==> config.mk <==
export PLATFORM = sky130hd
export DESIGN_NAME = codeblock_sample_dequantizer
export DESIGN_NICKNAME = d
export VERILOG_FILES = /design/src/rtl/csdq_pkg.sv /design/src/rtl/codeblock_sample_dequantizer.sv
export SDC_FILE = /design/constraint.sdc
export NUM_CORES = 2
export LEC_CHECK = 0
export ABC_AREA = 1
export BUFFER_PORTS_ARGS = -buffer_cell sky130_fd_sc_hd__buf_2
export CORE_ASPECT_RATIO = 1.5
export CORE_MARGIN = 5
export CORE_UTILIZATION = 38
export DETAILED_ROUTE_END_ITERATION = 6
export GPL_TIMING_DRIVEN = 0
export PLACE_DENSITY_LB_ADDON = 0.1
export REMOVE_ABC_BUFFERS = 1
export SETUP_SLACK_MARGIN = 0.15
export SLEW_MARGIN = 20
export SYNTH_ARGS = -nofsm -noshare
export SYNTH_HDL_FRONTEND = slang
export SYNTH_SLANG_ARGS = --single-unit
==> constraint.sdc <==
create_clock -name clk -period 20.4 [get_ports clk]
set_input_delay 0 -clock clk [delete_from_list [all_inputs] [get_ports clk]]
set_output_delay 0 -clock clk [all_outputs]
set_load 0.02 [all_outputs]
==> src/rtl/csdq_pkg.sv <==
// ----------------------------------------------------------------------------
// csdq_pkg
// Shared types and constants of the code-block sample dequantizer.
// ----------------------------------------------------------------------------
package csdq_pkg;

	// Configuration register map
	localparam int CFG_IDX_W  = 2;
	localparam int CFG_DATA_W = 31;

	typedef enum logic [CFG_IDX_W-1:0] {
		REG_MAG_PLANES = 2'd0,
		REG_ROI_SHIFT  = 2'd1,
		REG_REV_MODE   = 2'd2,
		REG_STEP_SCALE = 2'd3
	} cfg_reg_t;

	// Register reset values
	localparam logic [4:0]  MAG_PLANES_RST = 5'd16;
	localparam logic [4:0]  ROI_SHIFT_RST  = 5'd0;
	localparam logic        REV_MODE_RST   = 1'b1;
	localparam logic [30:0] STEP_SCALE_RST = 31'd0;

	// Stream payload widths
	localparam int SAMPLE_W = 32;
	localparam int STATE_W  = 8;
	localparam int IN_W     = SAMPLE_W + STATE_W;
	localparam int COEF_W   = 32;
	localparam int MAG_W    = 31;

	// Irreversible path fixed-point widths
	localparam int Q_W    = 16;
	localparam int PROD_W = Q_W + MAG_W;

	// Rounding constants (downshift of 15 after the scale multiply)
	localparam logic [MAG_W:0]    Q_ROUND   = 32'd32768;
	localparam logic [PROD_W-1:0] P_ROUND   = 47'd16384;
	localparam logic [MAG_W-1:0]  SAT_LIMIT = 31'h7FFF_FFFF;

endpackage

==> src/rtl/codeblock_sample_dequantizer.sv <==
// ----------------------------------------------------------------------------
// codeblock_sample_dequantizer
// Turns a sign-magnitude code-block sample into a signed coefficient: ROI
// down-shift, half-interval reconstruction, then either a floor shift
// (reversible) or a rounded scale multiply with saturation (irreversible).
// ----------------------------------------------------------------------------
//
//  channel   | signals                       | beat payload
//  ----------+-------------------------------+-----------------------------------
//  s_axis    | tvalid, tready, tdata[39:0]   | sample_word, pass_state
//  m_axis    | tvalid, tready, tdata[31:0]   | coefficient
//  cfg       | valid, ready, index, data     | register write, always ready
//
//  Three register stages: ROI/reconstruction, shift or multiply, round and
//  saturate. One sample per cycle while the output is not stalled; the 16x31
//  multiply in the second stage sets the cycle time.
//  Reset clears the stage valid bits and loads the register defaults.
//  A stalled output holds its beat; bubbles collapse, nothing is dropped.
//
module codeblock_sample_dequantizer (
	input  logic                              clk,
	input  logic                              arst_n,
	// Input stream
	input  logic                              s_axis_tvalid,
	output logic                              s_axis_tready,
	input  logic [csdq_pkg::IN_W-1:0]         s_axis_tdata,  // [31:0] sample_word, [39:32] pass_state
	// Output stream
	output logic                              m_axis_tvalid,
	input  logic                              m_axis_tready,
	output logic [csdq_pkg::COEF_W-1:0]       m_axis_tdata,  // [31:0] coefficient
	// Configuration writes
	input  logic                              cfg_valid,
	output logic                              cfg_ready,
	input  logic [csdq_pkg::CFG_IDX_W-1:0]    cfg_index,
	input  logic [csdq_pkg::CFG_DATA_W-1:0]   cfg_data
);
	import csdq_pkg::*;

	// Configuration registers
	logic [4:0]       mag_planes_q;
	logic [4:0]       roi_shift_q;
	logic             rev_mode_q;
	logic [MAG_W-1:0] step_scale_q;

	assign cfg_ready = 1'b1;

	// Take register writes
	always_ff @(posedge clk or negedge arst_n) begin
		if (!arst_n) begin
			mag_planes_q <= MAG_PLANES_RST;
			roi_shift_q  <= ROI_SHIFT_RST;
			rev_mode_q   <= REV_MODE_RST;
			step_scale_q <= STEP_SCALE_RST;
		end else if (cfg_valid && cfg_ready) begin
			case (cfg_reg_t'(cfg_index))
				REG_MAG_PLANES: mag_planes_q <= cfg_data[4:0];
				REG_ROI_SHIFT:  roi_shift_q  <= cfg_data[4:0];
				REG_REV_MODE:   rev_mode_q   <= cfg_data[0];
				REG_STEP_SCALE: step_scale_q <= cfg_data;
				default: ;
			endcase
		end
	end

	// Pipeline flow control
	logic valid_s1, valid_s2, valid_s3;
	logic ready_s1, ready_s2, ready_s3;

	assign ready_s3      = !valid_s3 || m_axis_tready;
	assign ready_s2      = !valid_s2 || ready_s3;
	assign ready_s1      = !valid_s1 || ready_s2;
	assign s_axis_tready = ready_s1;

	always_ff @(posedge clk or negedge arst_n) begin
		if (!arst_n) begin
			valid_s1 <= 1'b0;
			valid_s2 <= 1'b0;
			valid_s3 <= 1'b0;
		end else begin
			if (ready_s1) valid_s1 <= s_axis_tvalid;
			if (ready_s2) valid_s2 <= valid_s1;
			if (ready_s3) valid_s3 <= valid_s2;
		end
	end

	// ------------------------------------------------------------------
	// Stage 1: undo ROI up-shift, place reconstruction bit
	// ------------------------------------------------------------------
	logic [MAG_W-1:0] in_mag;
	logic             in_neg;
	logic [4:0]       in_zero_planes;
	logic [4:0]       lsb_pos;
	logic             roi_fits;
	logic [MAG_W-1:0] roi_mag;
	logic [MAG_W-1:0] mag_r;
	logic [4:0]       coded_planes;
	logic             planes_missing;
	logic [4:0]       recon_pos;
	logic             recon_ok;
	logic             recon_set;
	logic [MAG_W-1:0] recon_bit;

	always_comb begin
		in_mag         = s_axis_tdata[MAG_W-1:0];
		in_neg         = s_axis_tdata[SAMPLE_W-1];
		in_zero_planes = s_axis_tdata[IN_W-1 -: 5];
		lsb_pos        = 5'd31 - mag_planes_q;
		// Magnitude fits below the ROI mask when nothing lies at or above the LSB
		roi_fits       = ((in_mag >> lsb_pos) == '0);
		roi_mag        = in_mag << roi_shift_q;
		mag_r          = ((roi_shift_q != '0) && roi_fits) ? roi_mag : in_mag;
		coded_planes   = (roi_shift_q != '0) ? mag_planes_q : (5'd31 - in_zero_planes);
		planes_missing = (coded_planes < mag_planes_q);
		recon_pos      = planes_missing ? (5'd30 - coded_planes) : (5'd30 - mag_planes_q);
		recon_ok       = planes_missing || (mag_planes_q != 5'd31);
		recon_set      = (mag_r != '0) && (rev_mode_q ? planes_missing : recon_ok);
		recon_bit      = recon_set ? (MAG_W'(1) << recon_pos) : '0;
	end

	logic [MAG_W-1:0] mag_s1;
	logic             neg_s1;

	always_ff @(posedge clk) begin
		if (ready_s1) begin
			mag_s1 <= mag_r | recon_bit;
			neg_s1 <= in_neg;
		end
	end

	// ------------------------------------------------------------------
	// Stage 2: floor shift (reversible) or scale multiply (irreversible)
	// ------------------------------------------------------------------
	logic signed [COEF_W-1:0] signed_mag;
	logic signed [COEF_W-1:0] rev_val;
	logic [MAG_W:0]           q_sum;
	logic [Q_W-1:0]           q_val;

	always_comb begin
		signed_mag = neg_s1 ? -$signed({1'b0, mag_s1}) : $signed({1'b0, mag_s1});
		rev_val    = signed_mag >>> lsb_pos;
		q_sum      = {1'b0, mag_s1} + Q_ROUND;
		q_val      = q_sum[MAG_W:16];
	end

	logic [COEF_W-1:0] rev_s2;
	logic [PROD_W-1:0] prod_s2;
	logic              neg_s2;

	always_ff @(posedge clk) begin
		if (ready_s2) begin
			rev_s2  <= rev_val;
			prod_s2 <= PROD_W'(q_val) * PROD_W'(step_scale_q);
			neg_s2  <= neg_s1;
		end
	end

	// ------------------------------------------------------------------
	// Stage 3: round, saturate, apply sign, pick the path
	// ------------------------------------------------------------------
	logic [PROD_W-1:0] p_sum;
	logic [COEF_W-1:0] p_val;
	logic [MAG_W-1:0]  p_sat;
	logic [COEF_W-1:0] irr_val;

	always_comb begin
		p_sum   = prod_s2 + P_ROUND;
		p_val   = p_sum[PROD_W-1 -: COEF_W];
		p_sat   = (p_val > {1'b0, SAT_LIMIT}) ? SAT_LIMIT : p_val[MAG_W-1:0];
		irr_val = neg_s2 ? (COEF_W'(0) - {1'b0, p_sat}) : {1'b0, p_sat};
	end

	logic [COEF_W-1:0] coef_s3;

	always_ff @(posedge clk) begin
		if (ready_s3) begin
			coef_s3 <= rev_mode_q ? rev_s2 : irr_val;
		end
	end

	assign m_axis_tvalid = valid_s3;
	assign m_axis_tdata  = coef_s3;

endmodule

After elaboration in Yosys (flattened, before gate mapping)
Index checks and enable logic that the tools add are counted.
Storage, ports and cells
  register bits after elaboration: 189
  input port bits: 78
  output and inout bits: 35
Operators by class
  add/subtract/negate cells: 8
  $mul: 1
  $lt $le $gt $ge: 2
  eq/ne operators: 4
  shift operators: 4
  multiplexer cells: 9
  bitwise gates (word level): 1
  reduce and logical (&&, ||, !) cells: 17
Operator list (count)
  $mux 32: 3
  $mux 31: 3
  $add 47x15->47 const B: 1
  $mul 16x31->47: 1
  $add 31x16->32 const B: 1
  $gt 32x31->1 const B: 1
  $neg 31->32: 1
  $sshr 32x5->32: 1
  $sub 1x31->32 const A: 1
  $logic_not 31->1: 1
  $or 31x31->31: 1
  $reduce_bool 31->1: 1
  $shl 1x5->31 const A: 1
  $shl 31x5->31: 1
  $shr 31x5->31: 1
  $sub 5x5->5 const A: 4
  $mux 5: 2
  $reduce_and 2->1: 4
  $lt 5x5->1: 1
  $ne 5x5->1 const B: 1
  $reduce_bool 5->1: 1
  $eq 2x2->1 const B: 2
  $logic_or 1x1->1: 4
  $logic_not 1->1: 3
  4 further kinds: 5

Longest topological paths before layout
  depth after elaboration: 9
  depth in mapped cells: 43

Worst setup path after synthesis
OpenSTA, ideal clock, no wires.
  path kind: register to register
  start point: register mag_s1[17]
  end point: register prod_s2[41] (data pin)
  setup time: 0.258 ns
  arrival time: 7.153 ns
  data required time: 20.142 ns
  path slack: 12.988 ns
  stages on the path, launching flop included: 39
  clock period less this slack: 7.412 ns
  cell sequence: edfxtp_1 > inv_1 > nor3_1 > inv_1 > nor2_1 > nand3_1 > nor3_1 > inv_1 > nor2_1 > inv_1 > nor3_1 > inv_1 > o21ai_0 > nand2_1 > inv_1 > clkbuf_1 > nand2_1 > fa_1 > [3 not listed] > fa_1 > fa_1 > inv_1 > fa_1 > inv_1 > ha_1 > nand2_1 > nor2_1 > inv_1 > nor4_1 > a21oi_1 > o21ai_0 > nand2_1 > nand2_1 > nand2_1 > nand2_1 > a21oi_1 > xnor2_1
Between the ends
  longest elaborated chain between the ends: 2
RTL lines
  start: declaration: line codeblock_sample_dequantizer.sv:120  | logic [MAG_W-1:0] mag_s1;
  start signal: assignment: line codeblock_sample_dequantizer.sv:125  | mag_s1 <= mag_r | recon_bit;
  $add 31x16->32: line codeblock_sample_dequantizer.sv:141  | q_sum = {1'b0, mag_s1} + Q_ROUND;
  $mul 16x31->47: line codeblock_sample_dequantizer.sv:152  | prod_s2 <= PROD_W'(q_val) * PROD_W'(step_scale_q);
  end signal: assignment: line codeblock_sample_dequantizer.sv:152
  end: declaration: line codeblock_sample_dequantizer.sv:146  | logic [PROD_W-1:0] prod_s2;
No other way between the ends.
A chain may end at the register's enable or synchronous reset.

Worst setup path in the final report
  start point: register mag_s1[17]
  end point: register prod_s2[44] (data pin)
Same word-level chain as after synthesis.

==> results by group <==
Outcome
  • Outcome: finished clean

Final layout
  • Area Growth Syn to Fin: 8.110%
  • Fin cells: 5356
  • Layout cells sized above 1: 5.319%
  • Nets: 4917
  • # diodes: 0

Global routing
  • Initial antenna violation count: 0
  • Pin count of the biggest net entering global routing: 68
  • Gr ovfl total: 0
  • Tot GR Track Use: 25.98%
  • First-pass GRT wire length: 169700 um
  • Vias in the first global route: 29465

Critical path
  • CP top delay family: adder cells
  • Worst path required time: 20650 ps
  • Buf/Inv on CP: 9
  • Critical Path Fanout Max: 21
  • CP Class: reg2reg
  • Critical path's largest stage delay: 970 ps
  • Slowest CP cell: inv_1
  • CP Launch Type: flip-flop
  • Worst Setup End Kind: flip-flop
  • CP arrival: 10340 ps
  • Most frequent CP cell: inv_1

Die
  • Row count: 127
  • # IOs: 113
  • Initial core utilization: 38.14%
  • Core ar.: 0.07961 mm^2
  • Full die area: 0.08577 mm^2
  • Chip width: 240.8 um
  • Die height: 356.2 um

Yosys
  • Syn_area_per_cell: 7.061 um^2
  • Multiplexer share of the synthesized area: 0.4286%
  • Post-synth EDFFs: 130
  • Predominant post-synthesis flop cell: edfxtp_1
  • Cell Area, Synth: 0.03036 mm^2
  • Xor and xnor fraction of the mapped netlist area: 2.567%
  • Largest family of logic cells by synthesized area: adder cells
  • Asr flop ratio synth: 25.71%
  • Synth Area in Adders: 31.72%
  • Sequential fraction of the synthesis area: 16.57%
  • Synth Area in Simple Gates: 29.41%
  • Yosys reg bits: 175
  • Mapped Cells: 4300
  • Compound-Gate Fraction of Synth Area: 7.088%
  • Distinct cell type count after synthesis: 55
  • Syn. warnings: 0

CTS
  • Htree depth: 4
  • Clock-pin slew on the worst setup and hold paths: 80 ps
  • Num CTS Buffers: 17
  • CTS Buffer Depth: 2
  • CTS Root Cell: clkbuf_16
  • Skew-Pair Late Insertion Delay: 520 ps
  • CTS tree: built
  • Post CTS Setup Buffer Count: 0
  • PostCTS Resize Cnt: 0
  • Clk sink count: 175

Timing
  • Clock skew: 23.87 ps
  • Worst-Margin Slew: 1212 ps
  • Setup violators final: 0
  • Fmax: 99.08 MHz
  • Fin crit period: 10090 ps
  • Slew Limit Fails: 0
  • Rel. slew slack: 19.09%
  • Final cycle utilization of the critical path: 49.47%
  • RSZ-0062 raised after global routing: false
  • Final WS setup: 10310 ps
  • Fin Setup TNS: 0 ps
  • Hold Violations, Final: 0

Routing
  • Final WL: 108600 um
  • Antenna Nets Post-Route: 0
  • Via count: 27851
  • First-pass iteration count of the detailed router: 6
  • DRC marker count from the first detailed-route iteration: 1647
  • Vias per Instance: 5.200
  • Routed WL per cell: 20.27 um
  • Remaining DRCs: 0

Placed design
  • GP Congestion: 0.9482
  • HPWL Detailed: 87240 um
  • IO Port Bufs: 108
  • Dpl cells: 5264
  • Dpl ws: 10260 ps

Flow run
  • Max-cap violations: 0

Worst hold path
  • Worst hold-check path type: in2reg
==> metal layers <==
layer | share of wire [%] | GRT usage [%] | wire length, um | vias to the layer above
met5 | 0 | 0 | 0 | -
met4 | 5.7 | 12.66 | 6169 | 0
met3 | 2.8 | 2.304 | 3024 | 221
met2 | 55 | 50.60 | 60200 | 643
met1 | 36 | 27.61 | 39160 | 13713
li1 | - | - | - | 13274
==> stage by stage <==
stage	hold WS, ps	util [%]	area (um^2)
after global routing	78.04	41.23	32830
final	42.02	41.23	32830
after global placement	211.3	39.37	31340
after CTS	2.833	41.21	32810
after detailed placement	101.1	39.68	31590
after floorplan	-295.6	-	29510
==> worst reg2reg max path: cells and delay by family, from the launching register on <==
kind	cells	cell delay, ps
xor+xnor	1	210
compound gates	4	890
buf+inv	9	1670
simple gates	12	2800
flops	1	550
fa+ha+maj	7	3730
==> logic make-up (layout without fill, tap and decap cells) <==
logic type               Yosys count  after routing
AO/OA/AOI/OAI                    390            390
XOR/XNOR                          89             89
adder cells (fa/ha/maj)          528            528
buffers and inverters            943            967
flip-flops                       175            175
multiplexers                      13             13
other                              1              1
AND/OR/NAND/NOR                 2161           2161
==> synthesized netlist by cell type, types with 4 or more instances <==
cell      instances  share of area (%)
or2_2            17               0.35
a211oi_1          5               0.12
inv_2            13               0.16
nor2_2            9               0.19
o211ai_1         19               0.47
clkbuf_1        120                1.5
o21ai_0         185                3.0
nand4_1          29               0.60
xnor2_1          22               0.63
inv_1           737                9.1
nand2_1        1278                 16
nor3_1           44               0.73
fa_1            403                 27
nand3_2           6               0.20
buf_2            22               0.36
o21a_1           11               0.27
buf_4            10               0.25
nand2_2           7               0.14
and2_1            4              0.082
mux2i_1          13               0.43
a21oi_1         117                1.9
o22ai_1           7               0.14
o21ai_1           8               0.13
a31oi_1          11               0.23
clkinv_1          8              0.099
buf_6            13               0.48
ha_1            125                5.2
edfxtp_1        130                 13
nand3_1         343                5.7
nor2_1          390                4.8
dfrtp_1          43                3.5
buf_1            19               0.23
xor2_1           67                1.9
o21bai_1          4              0.099
nor4_1           15               0.31
nand3b_1         10               0.25
o31ai_1           5               0.12
==> sequential cells by signal (all words and copies together) (netlist names) <==
| register | cells |
|---|---|
| step_scale_q | 31 |
| prod_s2 | 33 |
| mag_s1 | 31 |
| m_axis_tvalid | 1 |
| valid_s1 | 1 |
| m_axis_tdata | 32 |
| mag_planes_q | 5 |
| roi_shift_q | 5 |
| rev_mode_q | 1 |
| neg_s2 | 1 |
| neg_s1 | 1 |
| valid_s2 | 1 |
| rev_s2 | 32 |
==> what timing repair did <==
action,CTS,global route
hold buffers,59,0
endpoints found under the setup margin,0,0
hold endpoints to repair,100,0
==> layout make-up <==
type / instances / area, um^2
Clock buffer: 17 / 425.4
Clock inverter: 15 / 206.4
Fill cell: 8592 / 46780
Inverter: 759 / 2854
Multi-Input combinational cell: 3182 / 21670
Sequential cell: 175 / 5042
Tap cell: 1032 / 1291
Timing Repair Buffer: 176 / 1331
==> path summary, 6_finish.rpt <==
kind	startpoint	depth (start not counted)	end	slack [ps]
max reg2reg	mag_s1[17]	33	prod_s2[44]	10310
min	s_axis_tdata[6]	5	mag_s1[6]	40
max in group asynchronous	arst_n	2	mag_planes_q[1]	19770
min reg2reg	valid_s2	2	m_axis_tvalid	430
min in group asynchronous	arst_n	2	step_scale_q[28]	90
max	mag_s1[17]	33	prod_s2[44]	10310
==> cell usage in the layout (no fill, tap or decap), types with 6 or more instances in the layout <==
| master | Yosys | final |
|---|---|---|
| clkbuf_16 | 0 | 17 |
| o21ai_0 | 185 | 183 |
| clkinv_8 | 0 | 7 |
| nand3b_1 | 10 | 10 |
| nand3_2 | 6 | 6 |
| clkinv_1 | 8 | 8 |
| nor4_1 | 15 | 15 |
| inv_2 | 13 | 13 |
| nand3_1 | 343 | 342 |
| xor2_1 | 67 | 67 |
| o21ai_1 | 8 | 9 |
| nand2_1 | 1278 | 1274 |
| a21oi_1 | 117 | 117 |
| o22ai_1 | 7 | 7 |
| nor2_2 | 9 | 8 |
| nand2_2 | 7 | 11 |
| ha_1 | 125 | 124 |
| o21a_1 | 11 | 11 |
| edfxtp_1 | 130 | 130 |
| a31oi_1 | 11 | 11 |
| inv_1 | 737 | 736 |
| xnor2_1 | 22 | 22 |
| or2_2 | 17 | 17 |
| nand4_1 | 29 | 29 |
| dfrtp_1 | 43 | 39 |
| nor2_1 | 390 | 389 |
| buf_2 | 22 | 107 |
| mux2i_1 | 13 | 13 |
| fa_1 | 403 | 403 |
| nor3_1 | 44 | 44 |
| dlygate4sd3_1 | 0 | 59 |
| o211ai_1 | 19 | 19 |
Power is left out: the tool's default activity adds up to more than one toggle a clock period on the data nets, which glitch-free logic cannot reach.
